### config.mk
export PLATFORM = sky130hd
export DESIGN_NAME = telemetry_frame_builder_crc16
export DESIGN_NICKNAME = d
export VERILOG_FILES = /design/src/rtl/tfb_pkg.sv /design/src/rtl/tfb_front.sv /design/src/rtl/tfb_queue.sv /design/src/rtl/tfb_back.sv /design/src/rtl/telemetry_frame_builder_crc16.sv
export SDC_FILE = /design/constraint.sdc
export NUM_CORES = 1
export LEC_CHECK = 0
export ABC_AREA = 1
export BUFFER_PORTS_ARGS = -buffer_cell sky130_fd_sc_hd__buf_2
export CAP_MARGIN = 5
export CORE_MARGIN = 4
export CORE_UTILIZATION = 28
export DETAILED_ROUTE_END_ITERATION = 7
export GPL_ROUTABILITY_DRIVEN = 0
export PLACE_DENSITY = 0.47
export SYNTH_ARGS = -nofsm -noshare
export SYNTH_HDL_FRONTEND = slang
export SYNTH_HIERARCHICAL = 1
export SYNTH_SLANG_ARGS = --single-unit
### constraint.sdc
create_clock -name clock -period 11.4 [get_ports clock]
set_clock_uncertainty 0.2 [all_clocks]
set_input_delay 1.71 -clock clock [delete_from_list [all_inputs] [get_ports clock]]
set_output_delay 1.71 -clock clock [all_outputs]
set_load 0.01 [all_outputs]
### src/rtl/tfb_pkg.sv
// Types, constants and helper functions of the telemetry frame builder.
package tfb_pkg;

   localparam int REQ_DATA_W = 144;
   localparam int RSP_DATA_W = 8;
   localparam int CSR_ADDR_W = 2;
   localparam int CSR_DATA_W = 16;
   localparam int QUEUE_DEPTH = 2;

   localparam logic [CSR_ADDR_W-1:0] CSR_SEND_PERIOD = 2'd0;
   localparam logic [CSR_ADDR_W-1:0] CSR_VOLTAGE_MAX = 2'd1;
   localparam logic [CSR_ADDR_W-1:0] CSR_CURRENT_MAX = 2'd2;

   localparam logic [15:0] SEND_PERIOD_RESET = 16'd200;
   localparam logic [14:0] VOLTAGE_MAX_RESET = 15'd6000;
   localparam logic [14:0] CURRENT_MAX_RESET = 15'd15000;

   localparam logic [7:0] SYNC_BYTE_0 = 8'hAA;
   localparam logic [7:0] SYNC_BYTE_1 = 8'h55;
   localparam logic [7:0] LENGTH_BYTE = 8'd17;

   localparam logic [7:0] FLAG_INACTIVE  = 8'h01;
   localparam logic [7:0] FLAG_COMM_LOST = 8'h02;
   localparam logic [7:0] FLAG_ENGINE_ON = 8'h04;

   localparam logic [15:0] CRC_INIT = 16'hFFFF;
   localparam logic [15:0] CRC_POLY = 16'hA001;

   localparam logic signed [9:0] TEMP_MIN = -10'sd40;
   localparam logic signed [9:0] TEMP_MAX = 10'sd150;

   localparam int NUM_WORDS = 7;

   // Byte positions inside one frame.
   localparam logic [4:0] POS_SEQ       = 5'd3;
   localparam logic [4:0] POS_FLAGS     = 5'd4;
   localparam logic [4:0] POS_FAULT     = 5'd5;
   localparam logic [4:0] POS_WORDS     = 5'd6;
   localparam logic [4:0] POS_LAST_WORD = 5'd19;
   localparam logic [4:0] POS_CRC_LO    = 5'd20;
   localparam logic [4:0] POS_CRC_HI    = 5'd21;

   typedef struct packed {
      logic [31:0]        now_ms;
      logic               system_active;
      logic               comm_lost;
      logic               engine_running;
      logic [7:0]         fault_code;
      logic signed [15:0] voltage_centi;
      logic signed [15:0] current_m1_centi;
      logic signed [15:0] current_m2_centi;
      logic signed [15:0] current_m3_centi;
      logic signed [15:0] current_m4_centi;
      logic signed [9:0]  temp_left_deg;
      logic signed [9:0]  temp_right_deg;
   } sample_type;

   // One frame's variable content; words go out in index order, high byte first.
   typedef struct packed {
      logic [7:0]                     seq;
      logic [7:0]                     flags;
      logic [7:0]                     fault;
      logic [NUM_WORDS-1:0][15:0]     words;
   } frame_type;

   typedef struct packed {
      logic full;
      logic empty;
   } queue_status_type;

   function automatic logic [15:0] clamp_positive(input logic signed [15:0] v,
                                                  input logic [14:0] max_val);
      logic [15:0] r;
      if (v[15]) begin
         r = 16'd0;
      end else if (v[14:0] > max_val) begin
         r = {1'b0, max_val};
      end else begin
         r = v;
      end
      return r;
   endfunction

   function automatic logic [15:0] clamp_temp(input logic signed [9:0] v);
      logic signed [9:0] c;
      if (v < TEMP_MIN) begin
         c = TEMP_MIN;
      end else if (v > TEMP_MAX) begin
         c = TEMP_MAX;
      end else begin
         c = v;
      end
      return {{6{c[9]}}, c};
   endfunction

   // One byte of CRC-16/MODBUS, reflected, bit at a time.
   function automatic logic [15:0] crc_feed(input logic [15:0] crc, input logic [7:0] b);
      logic [15:0] c;
      c = crc ^ {8'd0, b};
      for (int k = 0; k < 8; k++) begin
         if (c[0]) begin
            c = (c >> 1) ^ CRC_POLY;
         end else begin
            c = c >> 1;
         end
      end
      return c;
   endfunction

endpackage

### src/rtl/tfb_front.sv
// Front end: timing gate, sequence numbering, clamping and frame record build.
module tfb_front (
   input  logic                 clock,
   input  logic                 reset,
   input  logic                 accept,
   input  tfb_pkg::sample_type  sample,
   input  logic [15:0]          send_period,
   input  logic [14:0]          voltage_max,
   input  logic [14:0]          current_max,
   output logic                 push,
   output tfb_pkg::frame_type   push_frame
);

   logic [31:0] last_send_ff, last_send_in;
   logic [7:0]  seq_ff, seq_in;
   logic [31:0] elapsed;
   logic        due;

   // Unsigned difference wraps modulo 2^32.
   assign elapsed = sample.now_ms - last_send_ff;
   assign due     = elapsed >= {16'd0, send_period};
   assign push    = accept && due;

   always_comb begin
      last_send_in = last_send_ff;
      seq_in       = seq_ff;
      if (push) begin
         last_send_in = sample.now_ms;
         seq_in       = seq_ff + 8'd1;
      end
   end

   always_comb begin
      push_frame.seq   = seq_ff;
      push_frame.flags = (sample.system_active ? 8'd0 : tfb_pkg::FLAG_INACTIVE)
                       | (sample.comm_lost ? tfb_pkg::FLAG_COMM_LOST : 8'd0)
                       | (sample.engine_running ? tfb_pkg::FLAG_ENGINE_ON : 8'd0);
      push_frame.fault = sample.fault_code;
      push_frame.words[0] = tfb_pkg::clamp_positive(sample.voltage_centi, voltage_max);
      push_frame.words[1] = tfb_pkg::clamp_positive(sample.current_m1_centi, current_max);
      push_frame.words[2] = tfb_pkg::clamp_positive(sample.current_m2_centi, current_max);
      push_frame.words[3] = tfb_pkg::clamp_positive(sample.current_m3_centi, current_max);
      push_frame.words[4] = tfb_pkg::clamp_positive(sample.current_m4_centi, current_max);
      push_frame.words[5] = tfb_pkg::clamp_temp(sample.temp_left_deg);
      push_frame.words[6] = tfb_pkg::clamp_temp(sample.temp_right_deg);
   end

   always_ff @(posedge clock) begin
      if (reset) begin
         last_send_ff <= 32'd0;
         seq_ff       <= 8'd0;
      end else begin
         last_send_ff <= last_send_in;
         seq_ff       <= seq_in;
      end
   end

endmodule

### src/rtl/tfb_queue.sv
// Small first-in first-out queue of frame records between front and back.
module tfb_queue #(
   parameter int DEPTH = tfb_pkg::QUEUE_DEPTH
) (
   input  logic                          clock,
   input  logic                          reset,
   input  logic                          push,
   input  tfb_pkg::frame_type            push_frame,
   input  logic                          pop,
   output tfb_pkg::frame_type            head,
   output tfb_pkg::queue_status_type     status
);

   localparam int PTR_W = (DEPTH > 1) ? $clog2(DEPTH) : 1;
   localparam int CNT_W = $clog2(DEPTH + 1);
   localparam logic [PTR_W-1:0] LAST_PTR = PTR_W'(DEPTH - 1);
   localparam logic [CNT_W-1:0] FULL_CNT = CNT_W'(DEPTH);

   tfb_pkg::frame_type entries_ff [DEPTH];
   logic [PTR_W-1:0] wr_ptr_ff, wr_ptr_in;
   logic [PTR_W-1:0] rd_ptr_ff, rd_ptr_in;
   logic [CNT_W-1:0] count_ff, count_in;

   assign head         = entries_ff[rd_ptr_ff];
   assign status.full  = count_ff == FULL_CNT;
   assign status.empty = count_ff == '0;

   always_comb begin
      wr_ptr_in = wr_ptr_ff;
      rd_ptr_in = rd_ptr_ff;
      count_in  = count_ff;
      if (push) begin
         wr_ptr_in = (wr_ptr_ff == LAST_PTR) ? '0 : wr_ptr_ff + 1'b1;
      end
      if (pop) begin
         rd_ptr_in = (rd_ptr_ff == LAST_PTR) ? '0 : rd_ptr_ff + 1'b1;
      end
      if (push && !pop) begin
         count_in = count_ff + 1'b1;
      end else if (pop && !push) begin
         count_in = count_ff - 1'b1;
      end
   end

   always_ff @(posedge clock) begin
      if (push) begin
         entries_ff[wr_ptr_ff] <= push_frame;
      end
   end

   always_ff @(posedge clock) begin
      if (reset) begin
         wr_ptr_ff <= '0;
         rd_ptr_ff <= '0;
         count_ff  <= '0;
      end else begin
         wr_ptr_ff <= wr_ptr_in;
         rd_ptr_ff <= rd_ptr_in;
         count_ff  <= count_in;
      end
   end

endmodule

### src/rtl/tfb_back.sv
// Back end: serializes one frame record into bytes and runs the CRC.
module tfb_back (
   input  logic                       clock,
   input  logic                       reset,
   input  tfb_pkg::frame_type         head,
   input  tfb_pkg::queue_status_type  q_status,
   output logic                       pop,
   output logic                       rsp_tvalid,
   input  logic                       rsp_tready,
   output logic [7:0]                 rsp_tdata,
   output logic                       rsp_tlast
);

   tfb_pkg::frame_type frame_ff, frame_in;
   logic        busy_ff, busy_in;
   logic [4:0]  pos_ff, pos_in;
   logic [15:0] crc_ff, crc_in;
   logic        out_valid_ff, out_valid_in;
   logic [7:0]  out_byte_ff, out_byte_in;
   logic        out_last_ff, out_last_in;
   logic        slot_free;
   logic        start;
   logic        step;
   logic [7:0]  cur_byte;
   logic [4:0]  word_off;
   logic [15:0] cur_word;

   assign slot_free = !out_valid_ff || rsp_tready;
   assign start     = slot_free && !busy_ff && !q_status.empty;
   assign step      = slot_free && busy_ff;
   assign pop       = start;

   assign word_off = pos_ff - tfb_pkg::POS_WORDS;
   assign cur_word = frame_ff.words[word_off[3:1]];

   always_comb begin
      case (pos_ff)
         5'd1:                 cur_byte = tfb_pkg::SYNC_BYTE_1;
         5'd2:                 cur_byte = tfb_pkg::LENGTH_BYTE;
         tfb_pkg::POS_SEQ:     cur_byte = frame_ff.seq;
         tfb_pkg::POS_FLAGS:   cur_byte = frame_ff.flags;
         tfb_pkg::POS_FAULT:   cur_byte = frame_ff.fault;
         tfb_pkg::POS_CRC_LO:  cur_byte = crc_ff[7:0];
         tfb_pkg::POS_CRC_HI:  cur_byte = crc_ff[15:8];
         default:              cur_byte = word_off[0] ? cur_word[7:0] : cur_word[15:8];
      endcase
   end

   always_comb begin
      frame_in     = frame_ff;
      busy_in      = busy_ff;
      pos_in       = pos_ff;
      crc_in       = crc_ff;
      out_valid_in = out_valid_ff;
      out_byte_in  = out_byte_ff;
      out_last_in  = out_last_ff;
      if (slot_free) begin
         out_valid_in = 1'b0;
      end
      if (start) begin
         // The first sync byte is registered as the record is taken and goes out in the cycle after.
         frame_in     = head;
         busy_in      = 1'b1;
         pos_in       = 5'd1;
         crc_in       = tfb_pkg::CRC_INIT;
         out_valid_in = 1'b1;
         out_byte_in  = tfb_pkg::SYNC_BYTE_0;
         out_last_in  = 1'b0;
      end else if (step) begin
         out_valid_in = 1'b1;
         out_byte_in  = cur_byte;
         out_last_in  = pos_ff == tfb_pkg::POS_CRC_HI;
         if (pos_ff inside {[tfb_pkg::POS_SEQ : tfb_pkg::POS_LAST_WORD]}) begin
            crc_in = tfb_pkg::crc_feed(crc_ff, cur_byte);
         end
         if (pos_ff == tfb_pkg::POS_CRC_HI) begin
            busy_in = 1'b0;
            pos_in  = 5'd0;
         end else begin
            pos_in = pos_ff + 5'd1;
         end
      end
   end

   always_ff @(posedge clock) begin
      frame_ff    <= frame_in;
      crc_ff      <= crc_in;
      out_byte_ff <= out_byte_in;
      out_last_ff <= out_last_in;
   end

   always_ff @(posedge clock) begin
      if (reset) begin
         busy_ff      <= 1'b0;
         pos_ff       <= 5'd0;
         out_valid_ff <= 1'b0;
      end else begin
         busy_ff      <= busy_in;
         pos_ff       <= pos_in;
         out_valid_ff <= out_valid_in;
      end
   end

   assign rsp_tvalid = out_valid_ff;
   assign rsp_tdata  = out_byte_ff;
   assign rsp_tlast  = out_last_ff;

endmodule

### src/rtl/telemetry_frame_builder_crc16.sv
// Top level of the telemetry frame builder with CRC-16/MODBUS trailer.
//
//   Channel  Direction  Moves                          Handshake
//   req_*    in         one time sample per request    tvalid/tready
//   rsp_*    out        one frame byte per request     tvalid/tready, tlast on CRC high byte
//   csr_*    in         register write                 csr_we, no wait
//
// Every request is taken while the frame queue has room; a sample that
// is not yet due is dropped there and produces nothing. A due sample yields a
// 22-byte frame sent one byte per cycle on the byte-wide output while rsp_tready
// holds high. Reset is synchronous and active high; it restores the register
// defaults and clears the send time, sequence number, queue and serializer.
// A stall on rsp holds the output byte; once the queue is full, req_tready drops.
module telemetry_frame_builder_crc16 #(
   parameter int QUEUE_DEPTH = tfb_pkg::QUEUE_DEPTH
) (
   input  logic                            clock,
   input  logic                            reset,
   // req_tdata, lowest bit up: now_ms[31:0], system_active, comm_lost,
   // engine_running, fault_code[7:0], voltage_centi[15:0], current_m1_centi[15:0],
   // current_m2_centi[15:0], current_m3_centi[15:0], current_m4_centi[15:0],
   // temp_left_deg[9:0], temp_right_deg[9:0], one zero pad bit
   input  logic                            req_tvalid,
   output logic                            req_tready,
   input  logic [tfb_pkg::REQ_DATA_W-1:0]  req_tdata,
   // rsp_tdata, lowest bit up: frame_byte[7:0]; rsp_tlast carries last_byte
   output logic                            rsp_tvalid,
   input  logic                            rsp_tready,
   output logic [tfb_pkg::RSP_DATA_W-1:0]  rsp_tdata,
   output logic                            rsp_tlast,
   input  logic                            csr_we,
   input  logic [tfb_pkg::CSR_ADDR_W-1:0]  csr_addr,
   input  logic [tfb_pkg::CSR_DATA_W-1:0]  csr_wdata
);

   logic [15:0] send_period_ff;
   logic [14:0] voltage_max_ff;
   logic [14:0] current_max_ff;

   tfb_pkg::sample_type        sample;
   tfb_pkg::frame_type         push_frame;
   tfb_pkg::frame_type         head;
   tfb_pkg::queue_status_type  q_status;
   logic                       req_accept;
   logic                       push;
   logic                       pop;

   // Configuration registers; writes to an unused index fall through the case.
   always_ff @(posedge clock) begin
      if (reset) begin
         send_period_ff <= tfb_pkg::SEND_PERIOD_RESET;
         voltage_max_ff <= tfb_pkg::VOLTAGE_MAX_RESET;
         current_max_ff <= tfb_pkg::CURRENT_MAX_RESET;
      end else if (csr_we) begin
         case (csr_addr)
            tfb_pkg::CSR_SEND_PERIOD: send_period_ff <= csr_wdata;
            tfb_pkg::CSR_VOLTAGE_MAX: voltage_max_ff <= csr_wdata[14:0];
            tfb_pkg::CSR_CURRENT_MAX: current_max_ff <= csr_wdata[14:0];
            default: ;
         endcase
      end
   end

   // Unpack the request fields.
   assign sample.now_ms           = req_tdata[31:0];
   assign sample.system_active    = req_tdata[32];
   assign sample.comm_lost        = req_tdata[33];
   assign sample.engine_running   = req_tdata[34];
   assign sample.fault_code       = req_tdata[42:35];
   assign sample.voltage_centi    = req_tdata[58:43];
   assign sample.current_m1_centi = req_tdata[74:59];
   assign sample.current_m2_centi = req_tdata[90:75];
   assign sample.current_m3_centi = req_tdata[106:91];
   assign sample.current_m4_centi = req_tdata[122:107];
   assign sample.temp_left_deg    = req_tdata[132:123];
   assign sample.temp_right_deg   = req_tdata[142:133];

   // The front end never needs to wait on anything but a full queue.
   assign req_tready = !q_status.full;
   assign req_accept = req_tvalid && req_tready;

   tfb_front u_front (
      .clock       (clock),
      .reset       (reset),
      .accept      (req_accept),
      .sample      (sample),
      .send_period (send_period_ff),
      .voltage_max (voltage_max_ff),
      .current_max (current_max_ff),
      .push        (push),
      .push_frame  (push_frame)
   );

   tfb_queue #(
      .DEPTH (QUEUE_DEPTH)
   ) u_queue (
      .clock      (clock),
      .reset      (reset),
      .push       (push),
      .push_frame (push_frame),
      .pop        (pop),
      .head       (head),
      .status     (q_status)
   );

   tfb_back u_back (
      .clock      (clock),
      .reset      (reset),
      .head       (head),
      .q_status   (q_status),
      .pop        (pop),
      .rsp_tvalid (rsp_tvalid),
      .rsp_tready (rsp_tready),
      .rsp_tdata  (rsp_tdata),
      .rsp_tlast  (rsp_tlast)
   );

endmodule

==> metrics.md <==
| Metric | Value |
|---|---|
| Setup bufs post-CTS | `0` |
| Layout area overhead | `14.0%` |
| Worst Slack Setup Final | `4760 ps` |
| Top area cells in the synthesized netlist | `edfxtp_1 (44%), nand2_1 (9.7%), dfxtp_1 (8.8%), ha_1 (5.8%), inv_1 (4.5%)` |
| TNS Setup | `0 ps` |
| Share of cells above drive strength 1 | `17.3%` |
| First-pass detailed-route iteration total | `5` |
| Arrival time worst endpoint | `6710 ps` |
| Seq/Total Area, Yosys | `52.5%` |
| Worst setup path category | `in2reg` |
| Worst-Skew Late Latency | `about 640 ps` |
| First-pass GRT wire length | `114000 um` |
| Internal Pwr Total | `~4700 uW` |
| Pre-CTS setup slack | `slightly below 4000 ps` |
| Synth warn | `6` |
| Reg2Reg Depth | `25` |
| Sinks on Clock Net | `531` |
| Synth Area in Simple Gates | `21.4%` |
| Clk Tree Root Cell | `clkbuf_16` |
| Per-cell routed wire length | `16.8 um` |
| Slew @ Worst Pin | `957 ps` |
| Worst rel slew slack | `36.2%` |
| Antenna Nets Post-Route | `0` |
| DRC violations left | `0` |
| Crit start category | `primary input` |
| Die area | `0.105 mm^2` |
| CTS clk-pin slew, worst paths | `60 ps` |
| Worst Hold Endpoint | `send_period_ff[6]` |
| Crit-path most repeated cell | `nand2_1` |
| Power Density | `220 mW/mm^2` |
| Yosys cell types | `58` |
| Dominant cell type by area after synthesis | `edfxtp_1` |
| Share of power burned in the clock network | `28.6%` |
| Leak | `0.0136 uW` |
| EDFF count, synth | `just over 400` |
| Storage cell area | `between 0.01 and 0.015 mm^2` |
| PortBufs | `176` |
| Peak supply drop | `0.000193 V` |
| Xor and xnor area share after synthesis | `0.749%` |
| Total number of vias | `19914` |
| Longest Clk Path Bufs | `3` |
| GRT Resource Usage Total | `13.7%` |
| Drt total wl | `between 70000 and 80000 um` |
| Crit-path max FO | `86` |
| Initial DRC count | `1087` |
| Row cnt | `~120` |
| RSZ-0062 raised after global routing | `no` |
| FF-to-FF setup slack | `5670 ps` |
| Final worst path period share | `58.2%` |
| Antenna Cells | `0` |
| Hold Path Depth | `2` |
| Fmax | `151 MHz` |
| Fillers | `10179` |
| Hold WC Path Type | `reg2reg` |
| Ys flop type | `edfxtp_1` |
| Worst path required time | `11480 ps` |
| Yosys top cell area share | `43.7%` |
| R2R Path Start | `u_front/last_send_ff[10]` |
| Seq cells post-synth | `between 500 and 600` |
| Vias in the first global route | `just under 20000` |
| Multi-input gate area | `0.0112 mm^2` |
| Run status | `completed` |
| Final instance area | `0.0320 mm^2` |
| H-tree depth | `2` |
| Max_cap viols | `0` |
| CTS tree | `yes` |
| Largest family of logic cells by synthesized area | `simple AND/OR/NAND/NOR gates` |
| Via density | `4.51` |
| Fraction of registers with async set/reset | `0%` |
| Die Y | `325 um` |
| CTS Hold Bufs | `0` |
| Initial antenna violation count | `2` |
| Crit. End Element | `flip-flop` |
| Total CTS buffers | `60` |
| Adder-Cell Fraction of Synth Area | `under 10%` |
| Largest net degree at the start of global routing | `approximately 150` |
| Netlist Area Pre-Place | `0.0280 mm^2` |
| Slowest-stage cell, CP | `buf_4` |
| Dpl cell area | `0.0299 mm^2` |
| Fin crit period | `6640 ps` |
| Syn avg cell area | `approximately 9.5 um^2` |
| Post-detail-place hpwl | `between 50000 and 60000 um` |
| Final net count | `3373` |
| Synth Area in Compound Gates | `5.67%` |
| Combinational share of power | `30.2%` |
| Sequential share of power | `41.1%` |
| Grt total ovfl | `0` |
| Sw Share | `between 30 and 40%` |
| Multiplexer share of the synthesized area | `6.00%` |
| Critical Path Start | `req_tdata[0]` |
| Core Area | `0.0989 mm^2` |
| Hold Violations, Final | `0` |
| Slew Viols, Final | `0` |
| Die W | `325 um` |
| # setup viols final | `0` |
| Initial Utilization | `28.4%` |
| Hold Startpoint | `send_period_ff[6]` |
| Post-CTS sizing | `0` |
| Reg-to-reg critical path endpoint | `u_queue/entries_ff[1][77]` |
| I/O pins | `178` |
| Cells after synthesis | `2949` |
| Psw | `2370 uW` |
| Max stage delay on crit path | `730 ps` |
## layout make-up
cell class,count,area share (%)
Clock buffer,84,5.20
Inverter,349,4.16
Sequential cell,531,46.1
Timing Repair Buffer,189,3.14
Clock inverter,30,1.33
Multi-Input combinational cell,1944,35.1
Tap cell,1287,5.04
## layer usage
| layer | up-vias | GRT usage, % | wire length [um] | part of all wire [%] |
|---|---|---|---|---|
| met5 | - | 0 | 0 | 0 |
| met4 | 0 | 3.07 | 1410 | 1.9 |
| met3 | 82 | 1.84 | 2710 | 3.7 |
| met2 | 333 | 23.1 | 35200 | 47 |
| met1 | 9416 | 18.8 | 34900 | 47 |
| li1 | 10083 | - | - | - |
## power by group through the flow
stage,sequential [uW],combinational (uW),clock (uW)
floorplan,2930,1570,0
global placement,2930,2160,0
detailed placement,2930,2160,0
CTS,2900,2170,2080
global route,2940,2400,2170
finish,2890,2130,2010
## Yosys cell counts, types with 34 or more instances
cell        n
nand2_1   723
edfxtp_1  408
inv_1     335
nor2_1    237
nand3_1   190
a21oi_1   154
ha_1      130
dfxtp_1   123
mux2_2     96
o21ai_0    69
nor2_2     51
buf_4      44
mux2_4     40
nand4_1    40
nand3b_1   35
clkbuf_1   34
## cells by family after synthesis
kind of cell             after synthesis
XOR/XNOR                              24
flip-flops                           531
AO/OA/AOI/OAI                        285
other                                  1
multiplexers                         136
AND/OR/NAND/NOR                     1358
buffers and inverters                483
adder cells (fa/ha/maj)              131
## worst max-delay path, delay by kind of cell
kind / cells / cell delay, ps
fa+ha+maj: 3 / 820
buf+inv: 6 / 2090
xor+xnor: 1 / 200
compound gates: 2 / 120
simple gates: 14 / 1630
## placed cells by master (no fill, tap or decap), types with 10 or more instances in the layout
cell       instances
o21ai_0           69
buf_4             11
a211oi_1          22
nand4_1           40
nor2_2            51
o211ai_1          15
clkbuf_16         61
mux2_4            40
nor3_1            14
xor2_1            18
nand3_1          190
buf_2            176
mux2_2            96
nand2_2           29
a21oi_1          154
nor2_1           234
nand3b_1          35
inv_1            334
edfxtp_1         408
ha_1             130
clkinv_2          10
conb_1            10
nand2_1          723
dfxtp_1          121
clkbuf_1          18
## sequential cells by signal, summed over array words and instances, names as in the netlist, 2 cells and up, named ones only
register and count:
u_back/crc_ff 16, current_max_ff 15, u_queue/entries_ff 272, u_front/last_send_ff 32, u_queue/count_ff 2, voltage_max_ff 15
u_back/rsp_tdata 8, u_front/seq_ff 8, u_back/frame_ff 136, u_back/pos_ff 5, send_period_ff 16
## how the worst max path moves through the flow
stage / endpoint / depth (start not counted)
2_1_floorplan: u_queue/entries_ff[0][0] / 25
3_3_place_gp: u_queue/entries_ff[1][67] / 26
3_5_place_dp: u_queue/entries_ff[1][67] / 26
4_1_cts: u_queue/entries_ff[1][124] / 26
5_1_grt: u_queue/entries_ff[1][79] / 26
6_report: u_queue/entries_ff[1][77] / 26
## through the flow
stage                     total power [uW]  hold WS [ps]  std cells  utilization, %
after global routing                  7500           301       4414            32.3
after CTS                             7150           266       4414            32.3
final                                 7030           264       4414            32.3
after floorplan                       4500           229       2958               -
after detailed placement              5090           245       4300            30.2
after global placement                5080           245       4300            30.2
Note: power is estimated with default switching activity, not from simulation.
